==> src/design/ptt_pkg.sv <==
// shared types, codes and constants of the periodic timer table
package ptt_pkg;

   // default table depth
   localparam int PTT_NUM_SLOTS = 16;

   // time and word widths
   localparam int TIME_W = 48;
   localparam int WORD_W = 32;
   localparam int SLOT_FIELD_W = 4;

   // request opcodes
   localparam logic [1:0] OP_ADD    = 2'd0;
   localparam logic [1:0] OP_REMOVE = 2'd1;
   localparam logic [1:0] OP_TICK   = 2'd2;

   // response kinds
   localparam logic [1:0] KIND_ADD    = 2'd0;
   localparam logic [1:0] KIND_REMOVE = 2'd1;
   localparam logic [1:0] KIND_FIRED  = 2'd2;
   localparam logic [1:0] KIND_NONE   = 2'd3;

   // response status codes
   localparam logic [1:0] STAT_OK       = 2'd0;
   localparam logic [1:0] STAT_FULL     = 2'd1;
   localparam logic [1:0] STAT_NOT_USED = 2'd2;

   typedef struct packed {
      logic [1:0]              opcode;
      logic [TIME_W-1:0]       now_ms;
      logic [WORD_W-1:0]       interval_ms;
      logic [WORD_W-1:0]       user_tag;
      logic [SLOT_FIELD_W-1:0] slot_id;
   } req_type;

   typedef struct packed {
      logic [1:0]              kind;
      logic [1:0]              status;
      logic [SLOT_FIELD_W-1:0] slot;
      logic [WORD_W-1:0]       fired_tag;
      logic                    last;
   } rsp_type;

   // one timer entry as held in the store
   typedef struct packed {
      logic [TIME_W-1:0] due;
      logic [WORD_W-1:0] period;
      logic [WORD_W-1:0] tag;
   } entry_type;

   // store commands from the sequencer
   typedef struct packed {
      logic wr_en;
      logic set_en;
      logic clr_en;
   } store_cmd_type;

endpackage

==> src/design/ptt_alu.sv <==
// shared saturating due-time adder and due-time comparator
module ptt_alu
   import ptt_pkg::*;
(
   input  logic [TIME_W-1:0] base,
   input  logic [WORD_W-1:0] incr,
   input  logic [TIME_W-1:0] now_ms,
   output logic [TIME_W-1:0] sum_sat,
   output logic              due_reached
);

   logic [TIME_W:0] sum_wide;

   // add with saturation at the top of the time range
   always_comb begin
      sum_wide = {1'b0, base} + {{(TIME_W + 1 - WORD_W){1'b0}}, incr};
      if (sum_wide[TIME_W]) begin
         sum_sat = {TIME_W{1'b1}};
      end else begin
         sum_sat = sum_wide[TIME_W-1:0];
      end
   end

   // timer is due once now has reached its due time
   assign due_reached = (now_ms >= base);

endmodule

==> src/design/ptt_store.sv <==
// timer entry memory with registered read and per-slot valid flags
module ptt_store
   import ptt_pkg::*;
#(
   parameter int NUM_SLOTS = PTT_NUM_SLOTS,
   localparam int SLOT_W = $clog2(NUM_SLOTS)
) (
   input  logic                  clock,
   input  logic                  reset,
   input  store_cmd_type         cmd,
   input  logic [SLOT_W-1:0]     wr_addr,
   input  entry_type             wr_data,
   input  logic [SLOT_W-1:0]     rd_addr,
   output entry_type             rd_data,
   input  logic [SLOT_W-1:0]     valid_addr,
   output logic [NUM_SLOTS-1:0]  valid_vec
);

   entry_type            mem_ff [NUM_SLOTS];
   entry_type            rd_data_ff;
   logic [NUM_SLOTS-1:0] valid_ff;
   logic [NUM_SLOTS-1:0] valid_in;

   // entry memory, one write and one registered read
   always_ff @(posedge clock) begin
      if (cmd.wr_en) begin
         mem_ff[wr_addr] <= wr_data;
      end
      rd_data_ff <= mem_ff[rd_addr];
   end

   // valid flag update
   always_comb begin
      valid_in = valid_ff;
      if (cmd.set_en) begin
         valid_in[valid_addr] = 1'b1;
      end
      if (cmd.clr_en) begin
         valid_in[valid_addr] = 1'b0;
      end
   end

   always_ff @(posedge clock) begin
      if (reset) begin
         valid_ff <= '0;
      end else begin
         valid_ff <= valid_in;
      end
   end

   assign rd_data   = rd_data_ff;
   assign valid_vec = valid_ff;

endmodule

==> src/design/ptt_ctrl.sv <==
// sequencer: request decode, slot scans and response register
module ptt_ctrl
   import ptt_pkg::*;
#(
   parameter int NUM_SLOTS = PTT_NUM_SLOTS,
   localparam int SLOT_W = $clog2(NUM_SLOTS)
) (
   input  logic                 clock,
   input  logic                 reset,
   input  logic                 req_valid,
   output logic                 req_stall,
   input  req_type              req_data,
   output logic                 rsp_valid,
   input  logic                 rsp_stall,
   output rsp_type              rsp_data,
   output store_cmd_type        cmd,
   output logic [SLOT_W-1:0]    wr_addr,
   output entry_type            wr_data,
   output logic [SLOT_W-1:0]    rd_addr,
   input  entry_type            rd_data,
   output logic [SLOT_W-1:0]    valid_addr,
   input  logic [NUM_SLOTS-1:0] valid_vec,
   output logic [TIME_W-1:0]    alu_base,
   output logic [WORD_W-1:0]    alu_incr,
   output logic [TIME_W-1:0]    alu_now,
   input  logic [TIME_W-1:0]    alu_sum,
   input  logic                 alu_due
);

   typedef enum logic [2:0] {
      ST_IDLE,
      ST_ADD,
      ST_REMOVE,
      ST_TREAD,
      ST_TEVAL,
      ST_TNEXT,
      ST_OUT
   } state_type;

   localparam logic [SLOT_W-1:0] LAST_IDX = SLOT_W'(NUM_SLOTS - 1);
   localparam logic [6:0]        SLOTS_7  = 7'(NUM_SLOTS);

   state_type         state_ff, state_in;
   state_type         ret_ff, ret_in;
   logic [SLOT_W-1:0] idx_ff, idx_in;
   req_type           req_ff, req_in;
   rsp_type           res_ff, res_in;
   rsp_type           pend_ff, pend_in;
   logic              pend_valid_ff, pend_valid_in;
   logic              rsp_valid_ff, rsp_valid_in;
   rsp_type           rsp_data_ff, rsp_data_in;

   logic              out_free;
   logic [3:0]        idx_slot;
   logic [SLOT_W-1:0] sid_idx;
   logic              sid_ok;
   logic              hit;
   logic              fire;
   rsp_type           fire_rsp;

   assign out_free = !rsp_valid_ff || !rsp_stall;
   assign idx_slot = SLOT_FIELD_W'(idx_ff);
   assign sid_idx  = SLOT_W'(req_ff.slot_id);
   assign sid_ok   = (7'(req_ff.slot_id) < SLOTS_7);
   assign hit      = sid_ok && valid_vec[sid_idx];
   assign fire     = valid_vec[idx_ff] && alu_due;

   // fired response for the slot under evaluation
   always_comb begin
      fire_rsp.kind      = KIND_FIRED;
      fire_rsp.status    = STAT_OK;
      fire_rsp.slot      = idx_slot;
      fire_rsp.fired_tag = rd_data.tag;
      fire_rsp.last      = 1'b0;
   end

   // next-state and datapath control
   always_comb begin
      state_in      = state_ff;
      ret_in        = ret_ff;
      idx_in        = idx_ff;
      req_in        = req_ff;
      res_in        = res_ff;
      pend_in       = pend_ff;
      pend_valid_in = pend_valid_ff;
      rsp_valid_in  = rsp_valid_ff;
      rsp_data_in   = rsp_data_ff;

      cmd        = '0;
      wr_addr    = idx_ff;
      rd_addr    = idx_ff;
      valid_addr = idx_ff;
      alu_now    = req_ff.now_ms;
      if (state_ff == ST_ADD) begin
         alu_base = req_ff.now_ms;
         alu_incr = req_ff.interval_ms;
      end else begin
         alu_base = rd_data.due;
         alu_incr = rd_data.period;
      end
      wr_data.due    = alu_sum;
      wr_data.period = rd_data.period;
      wr_data.tag    = rd_data.tag;

      // response register drains on a taken transaction
      if (rsp_valid_ff && !rsp_stall) begin
         rsp_valid_in = 1'b0;
      end

      case (state_ff)
         ST_IDLE: begin
            if (req_valid) begin
               req_in        = req_data;
               idx_in        = '0;
               pend_valid_in = 1'b0;
               case (req_data.opcode)
                  OP_ADD:    state_in = ST_ADD;
                  OP_REMOVE: state_in = ST_REMOVE;
                  OP_TICK:   state_in = ST_TREAD;
                  default:   state_in = ST_IDLE;
               endcase
            end
         end

         // search for the lowest free slot
         ST_ADD: begin
            res_in.kind      = KIND_ADD;
            res_in.fired_tag = '0;
            res_in.last      = 1'b1;
            if (!valid_vec[idx_ff]) begin
               cmd.wr_en      = 1'b1;
               cmd.set_en     = 1'b1;
               wr_data.due    = alu_sum;
               wr_data.period = req_ff.interval_ms;
               wr_data.tag    = req_ff.user_tag;
               res_in.status  = STAT_OK;
               res_in.slot    = idx_slot;
               state_in       = ST_OUT;
               ret_in         = ST_IDLE;
            end else if (idx_ff == LAST_IDX) begin
               res_in.status = STAT_FULL;
               res_in.slot   = '0;
               state_in      = ST_OUT;
               ret_in        = ST_IDLE;
            end else begin
               idx_in = idx_ff + SLOT_W'(1);
            end
         end

         ST_REMOVE: begin
            valid_addr       = sid_idx;
            cmd.clr_en       = hit;
            res_in.kind      = KIND_REMOVE;
            res_in.status    = hit ? STAT_OK : STAT_NOT_USED;
            res_in.slot      = req_ff.slot_id;
            res_in.fired_tag = '0;
            res_in.last      = 1'b1;
            state_in         = ST_OUT;
            ret_in           = ST_IDLE;
         end

         // entry read issued, data arrives next cycle
         ST_TREAD: begin
            state_in = ST_TEVAL;
         end

         // compare and advance; hold one fire back to mark the last one
         ST_TEVAL: begin
            state_in = ST_TNEXT;
            if (fire) begin
               cmd.wr_en     = 1'b1;
               pend_in       = fire_rsp;
               pend_valid_in = 1'b1;
               if (pend_valid_ff) begin
                  res_in   = pend_ff;
                  state_in = ST_OUT;
                  ret_in   = ST_TNEXT;
               end
            end
         end

         ST_TNEXT: begin
            if (idx_ff == LAST_IDX) begin
               if (pend_valid_ff) begin
                  res_in      = pend_ff;
                  res_in.last = 1'b1;
               end else begin
                  res_in.kind      = KIND_NONE;
                  res_in.status    = STAT_OK;
                  res_in.slot      = '0;
                  res_in.fired_tag = '0;
                  res_in.last      = 1'b1;
               end
               state_in = ST_OUT;
               ret_in   = ST_IDLE;
            end else begin
               idx_in   = idx_ff + SLOT_W'(1);
               state_in = ST_TREAD;
            end
         end

         // hand the result to the response register
         ST_OUT: begin
            if (out_free) begin
               rsp_valid_in = 1'b1;
               rsp_data_in  = res_ff;
               state_in     = ret_ff;
            end
         end

         default: begin
            state_in = ST_IDLE;
         end
      endcase
   end

   // state and registered outputs
   always_ff @(posedge clock) begin
      if (reset) begin
         state_ff      <= ST_IDLE;
         ret_ff        <= ST_IDLE;
         pend_valid_ff <= 1'b0;
         rsp_valid_ff  <= 1'b0;
      end else begin
         state_ff      <= state_in;
         ret_ff        <= ret_in;
         pend_valid_ff <= pend_valid_in;
         rsp_valid_ff  <= rsp_valid_in;
      end
      idx_ff      <= idx_in;
      req_ff      <= req_in;
      res_ff      <= res_in;
      pend_ff     <= pend_in;
      rsp_data_ff <= rsp_data_in;
   end

   assign req_stall = (state_ff != ST_IDLE);
   assign rsp_valid = rsp_valid_ff;
   assign rsp_data  = rsp_data_ff;

endmodule

==> src/design/periodic_timer_table.sv <==
// periodic timer table, one request at a time through a small sequencer
// add: scans for the lowest free slot, then registers the response through the output state
// remove: a single check of the slot's valid flag; tick: one read, compare and step per slot
// on the shared adder/comparator; each fire after the first adds a pass through the output state
// next request accepted once the last response registers; response stalls can hold the output state
// synchronous reset clears all valid flags at once; no clearing pass
module periodic_timer_table
   import ptt_pkg::*;
#(
   parameter int NUM_SLOTS = PTT_NUM_SLOTS
) (
   input  logic    clock,
   input  logic    reset,
   input  logic    req_valid,
   output logic    req_stall,
   input  req_type req_data,
   output logic    rsp_valid,
   input  logic    rsp_stall,
   output rsp_type rsp_data
);

   localparam int SLOT_W = $clog2(NUM_SLOTS);

   store_cmd_type        cmd;
   logic [SLOT_W-1:0]    wr_addr;
   entry_type            wr_data;
   logic [SLOT_W-1:0]    rd_addr;
   entry_type            rd_data;
   logic [SLOT_W-1:0]    valid_addr;
   logic [NUM_SLOTS-1:0] valid_vec;
   logic [TIME_W-1:0]    alu_base;
   logic [WORD_W-1:0]    alu_incr;
   logic [TIME_W-1:0]    alu_now;
   logic [TIME_W-1:0]    alu_sum;
   logic                 alu_due;

   // sequencer
   ptt_ctrl #(.NUM_SLOTS(NUM_SLOTS)) u_ctrl (
      .clock      (clock),
      .reset      (reset),
      .req_valid  (req_valid),
      .req_stall  (req_stall),
      .req_data   (req_data),
      .rsp_valid  (rsp_valid),
      .rsp_stall  (rsp_stall),
      .rsp_data   (rsp_data),
      .cmd        (cmd),
      .wr_addr    (wr_addr),
      .wr_data    (wr_data),
      .rd_addr    (rd_addr),
      .rd_data    (rd_data),
      .valid_addr (valid_addr),
      .valid_vec  (valid_vec),
      .alu_base   (alu_base),
      .alu_incr   (alu_incr),
      .alu_now    (alu_now),
      .alu_sum    (alu_sum),
      .alu_due    (alu_due)
   );

   // timer entry store
   ptt_store #(.NUM_SLOTS(NUM_SLOTS)) u_store (
      .clock      (clock),
      .reset      (reset),
      .cmd        (cmd),
      .wr_addr    (wr_addr),
      .wr_data    (wr_data),
      .rd_addr    (rd_addr),
      .rd_data    (rd_data),
      .valid_addr (valid_addr),
      .valid_vec  (valid_vec)
   );

   // shared adder and comparator
   ptt_alu u_alu (
      .base        (alu_base),
      .incr        (alu_incr),
      .now_ms      (alu_now),
      .sum_sat     (alu_sum),
      .due_reached (alu_due)
   );

endmodule

==> config.mk <==
export PLATFORM = sky130hd
export DESIGN_NAME = periodic_timer_table
export DESIGN_NICKNAME = d
export VERILOG_FILES = /design/src/design/ptt_pkg.sv /design/src/design/ptt_alu.sv /design/src/design/ptt_store.sv /design/src/design/ptt_ctrl.sv /design/src/design/periodic_timer_table.sv
export SDC_FILE = /design/constraint.sdc
export NUM_CORES = 2
export LEC_CHECK = 0
export BUFFER_PORTS_ARGS = -buffer_cell sky130_fd_sc_hd__buf_2
export CORE_UTILIZATION = 53
export CTS_CLUSTER_DIAMETER = 150
export DETAILED_ROUTE_END_ITERATION = 10
export PLACE_DENSITY = 0.69
export SYNTH_ARGS = -nofsm -noshare
export SYNTH_HDL_FRONTEND = slang
export SYNTH_SLANG_ARGS = --single-unit
==> constraint.sdc <==
create_clock -name clock -period 44.9 [get_ports clock]
set_input_delay 8.98 -clock clock [delete_from_list [all_inputs] [get_ports clock]]
set_output_delay 8.98 -clock clock [all_outputs]
set_load 0.005 [all_outputs]
==> impl_metrics.toml <==
[pwr]
p_leak_uw = 0.0304
pwr-share-clk = 0.239
combPwrFrac = 0.322
p_sw_frac = 0.322
switchingPower_uw = 2360
power-per-cell-area_nw_per_um2 = 77.8
vdd_drop_max_mv = 0.0552
intPower_uw = 4970
power_frac_seq = 0.439

[global_route]
antenna_found_initial = 4
grt.total_usage = 0.242
grt_pass1_vias = 40900
grt_max_degree = 130
grt_pass1_wl_um = 276000
overflow = 0

[synthesis]
synth_area_sq_um = 83800
ys_ff_latch = 2166
async_flop_share = 0
synthCells = 3904
synth_largest_area_cell = "edfxtp_1"
yosysSeqAreaShare = 0.760
ys_warn_count = 0
yosysTopAreaCellShare = 0.728
synth_area_leaders = "edfxtp_1, mux4_2, dfxtp_1"
synth_edf_count = 2030
yosysUniqueCellTypes = 75
syn_avg_cell_area_sq_um = 21.5
ys.flop_type = "edfxtp_1"
syn_nets = 4109

[timing]
worst_slack_ps = 33990
finalSetupTns_ps = 0
final-hold-violation-count = 0
setup_viol = 0
finalCritPeriodShare = 0.243
maxSlewViolCount = 0
worst_pin_slew_ps = 1140
fmax_ghz = 0.0917
fin_skew_ps = 24.4
maxSlewHeadroom = 0.216
fin_crit_ps = 10910
rsz0062_at_grt = "no"

[place]
pre_cts_ws_ps = 33590
dpl.hpwl_um = 96600
dp.cells = 6009
place.gp.congestion = 0.890
io_buffer_count = 164

[die]
row_count = 145
io_pins = 165
start_util = 0.535
die_h_um = 400
die_w_um = 400
core-area_sq_um = 157000
dieArea_sq_um = 160000

[setup_path]
r2r-start = "u_ctrl.state_ff[0]"
cp-startpoint = "u_ctrl.state_ff[2]"
required_ps = 35920
critPathMaxFanout = 13
startpoint_type = "flop"
ff2ff_setup_slack_ps = 36610
crit_type = "flop to output pin"
critPathArrivalTime_ps = 1930
worstSetupEndpointType = "output pin"

[clock_network]
cts_sinks = 2166
root_buffer = "clkbuf_16"
ctsHoldBuffers = 0
clock_latency_ps = 810
post-cts-setup-buffer-count = 0
clk_pin_slew_ps = 60
cts_resized = 0
cts.htree.levels = 4
cts_tree = "yes"
clock_path_buffers = 3
cts_buffers = 213

[layout]
area_growth_pct = 12.4
diodes = 0
layout-drive-gt1-share = 0.281
multi_input_comb_area_sq_um = 19300
nFillCells = 10900
layoutNonFillerInstCount = 6408
layout.nets = 4371
seqCellArea_sq_um = 63700

[routing]
routed_via_density = 6.26
wire_per_inst_um = 29.7
drtIter0Drc = 4474
drc = 0
dr.pass1.iters = 5
ant_nets = 0
vias = 40100
finalWirelength_um = 190000

[run]
drv_cap = 0

[min_path]
min_path_type = "flop to flop"
hp-start = "u_ctrl.res_ff[18]"

[outcome]
status = "finished clean"
final timing paths:
path	endpoint	depth (start not counted)
worst min register to register	u_ctrl.rsp_data[18]	0
worst max register to register	u_store.mem_ff[5][91]	15
worst max-delay path	req_stall	3
worst min-delay path	u_ctrl.rsp_data[18]	0
synth_stat cells (all sizes together), types with 6 or more instances:
master / instances
o211ai: 10
xor2: 15
a21oi: 76
and2: 33
nor3: 23
xnor2: 23
o21ai: 53
buf: 54
o21a: 9
nor2b: 10
and3: 7
mux4: 570
nor2: 66
nand2: 215
edfxtp: 2030
a21o: 19
nor3b: 13
dfxtp: 136
mux2: 67
nand2b: 10
ha: 82
or3: 9
a211oi: 29
inv: 57
nand4: 12
nand3: 23
clkbuf: 130
nor4: 7
mux2i: 42
a22oi: 6
power groups by stage:
stage	sequential, uW	clock, uW	combinational, uW
after global routing	3230	1860	2580
final	3220	1750	2360
after CTS	3220	1780	2380
after detailed placement	3260	0	2370
after global placement	3260	0	2310
after floorplan	3180	0	1680
cell usage in the layout, fill, tap and decap left out, types with 29 or more instances in the layout:
master | Yosys | routed
edfxtp_1 | 2030 | 2030
ha_1 | 82 | 82
clkbuf_16 | 0 | 216
clkinv_2 | 0 | 29
nor2_1 | 66 | 51
and2_1 | 33 | 33
o21ai_0 | 52 | 52
buf_2 | 13 | 164
inv_1 | 57 | 56
mux2i_1 | 41 | 41
clkbuf_1 | 130 | 61
nand2_1 | 204 | 204
buf_4 | 1 | 52
clkinv_1 | 0 | 35
mux2_2 | 67 | 67
a21oi_1 | 76 | 73
dfxtp_1 | 136 | 136
mux4_2 | 570 | 570
registers in the layout, indices dropped and copies added (netlist names):
| signal | flops |
|---|---|
| u_ctrl.alu_now | 48 |
| u_ctrl.pend_ff | 36 |
| u_ctrl.pend_valid_ff | 1 |
| u_ctrl.rd_addr | 4 |
| u_ctrl.req_ff | 64 |
| u_ctrl.res_ff | 41 |
| u_ctrl.ret_ff | 3 |
| u_ctrl.rsp_data | 41 |
| u_ctrl.rsp_valid | 1 |
| u_ctrl.sid_idx | 4 |
| u_ctrl.state_ff | 3 |
| u_store.mem_ff | 1792 |
| u_store.rd_data | 112 |
| u_store.valid_vec | 16 |
final cells by class:
| cell class | instances | area share |
|---|---|---|
| flip-flops and latches | 2166 | 0.676 |
| multi-input cells | 1497 | 0.205 |
| clock buffers | 295 | 0.0624 |
| well taps | 2058 | 0.0273 |
| repair buffers | 231 | 0.0160 |
| clock inverters | 104 | 0.0108 |
| inverters | 57 | 0.00232 |
logic make-up after synthesis:
kind of cell | Yosys count | share of synthesized area
flops | 2166 | 0.760
mux | 679 | 0.167
buf+inv | 241 | 0.0114
fa+ha+maj | 85 | 0.0127
simple gates | 445 | 0.0253
compound gates | 250 | 0.0192
xor+xnor | 38 | 0.00397
critical path, cell delays in order (launching register included):
cell and delay [ps]:
dfxtp_1 460, nor3_1 400, inv_1 110, buf_2 150
per-layer routing:
metal	global-route usage	share of wire	vias to the layer above
li1	-	-	16700
met1	0.353	0.42	21300
met2	0.374	0.47	1749
met3	0.0491	0.082	304
met4	0.0712	0.026	4
met5	0	0.00014	-
stage by stage:
| step | total power, uW | utilization | hold WS [ps] | cell area [sq um] |
|---|---|---|---|---|
| floorplan | 4860 | - | 400 | 83800 |
| global placement | 5570 | 0.558 | 414 | 87300 |
| detailed placement | 5630 | 0.558 | 405 | 87300 |
| CTS | 7380 | 0.602 | 417 | 94200 |
| global route | 7660 | 0.602 | 427 | 94200 |
| finish | 7330 | 0.602 | 415 | 94200 |
Power figures use the tool's default switching activity.
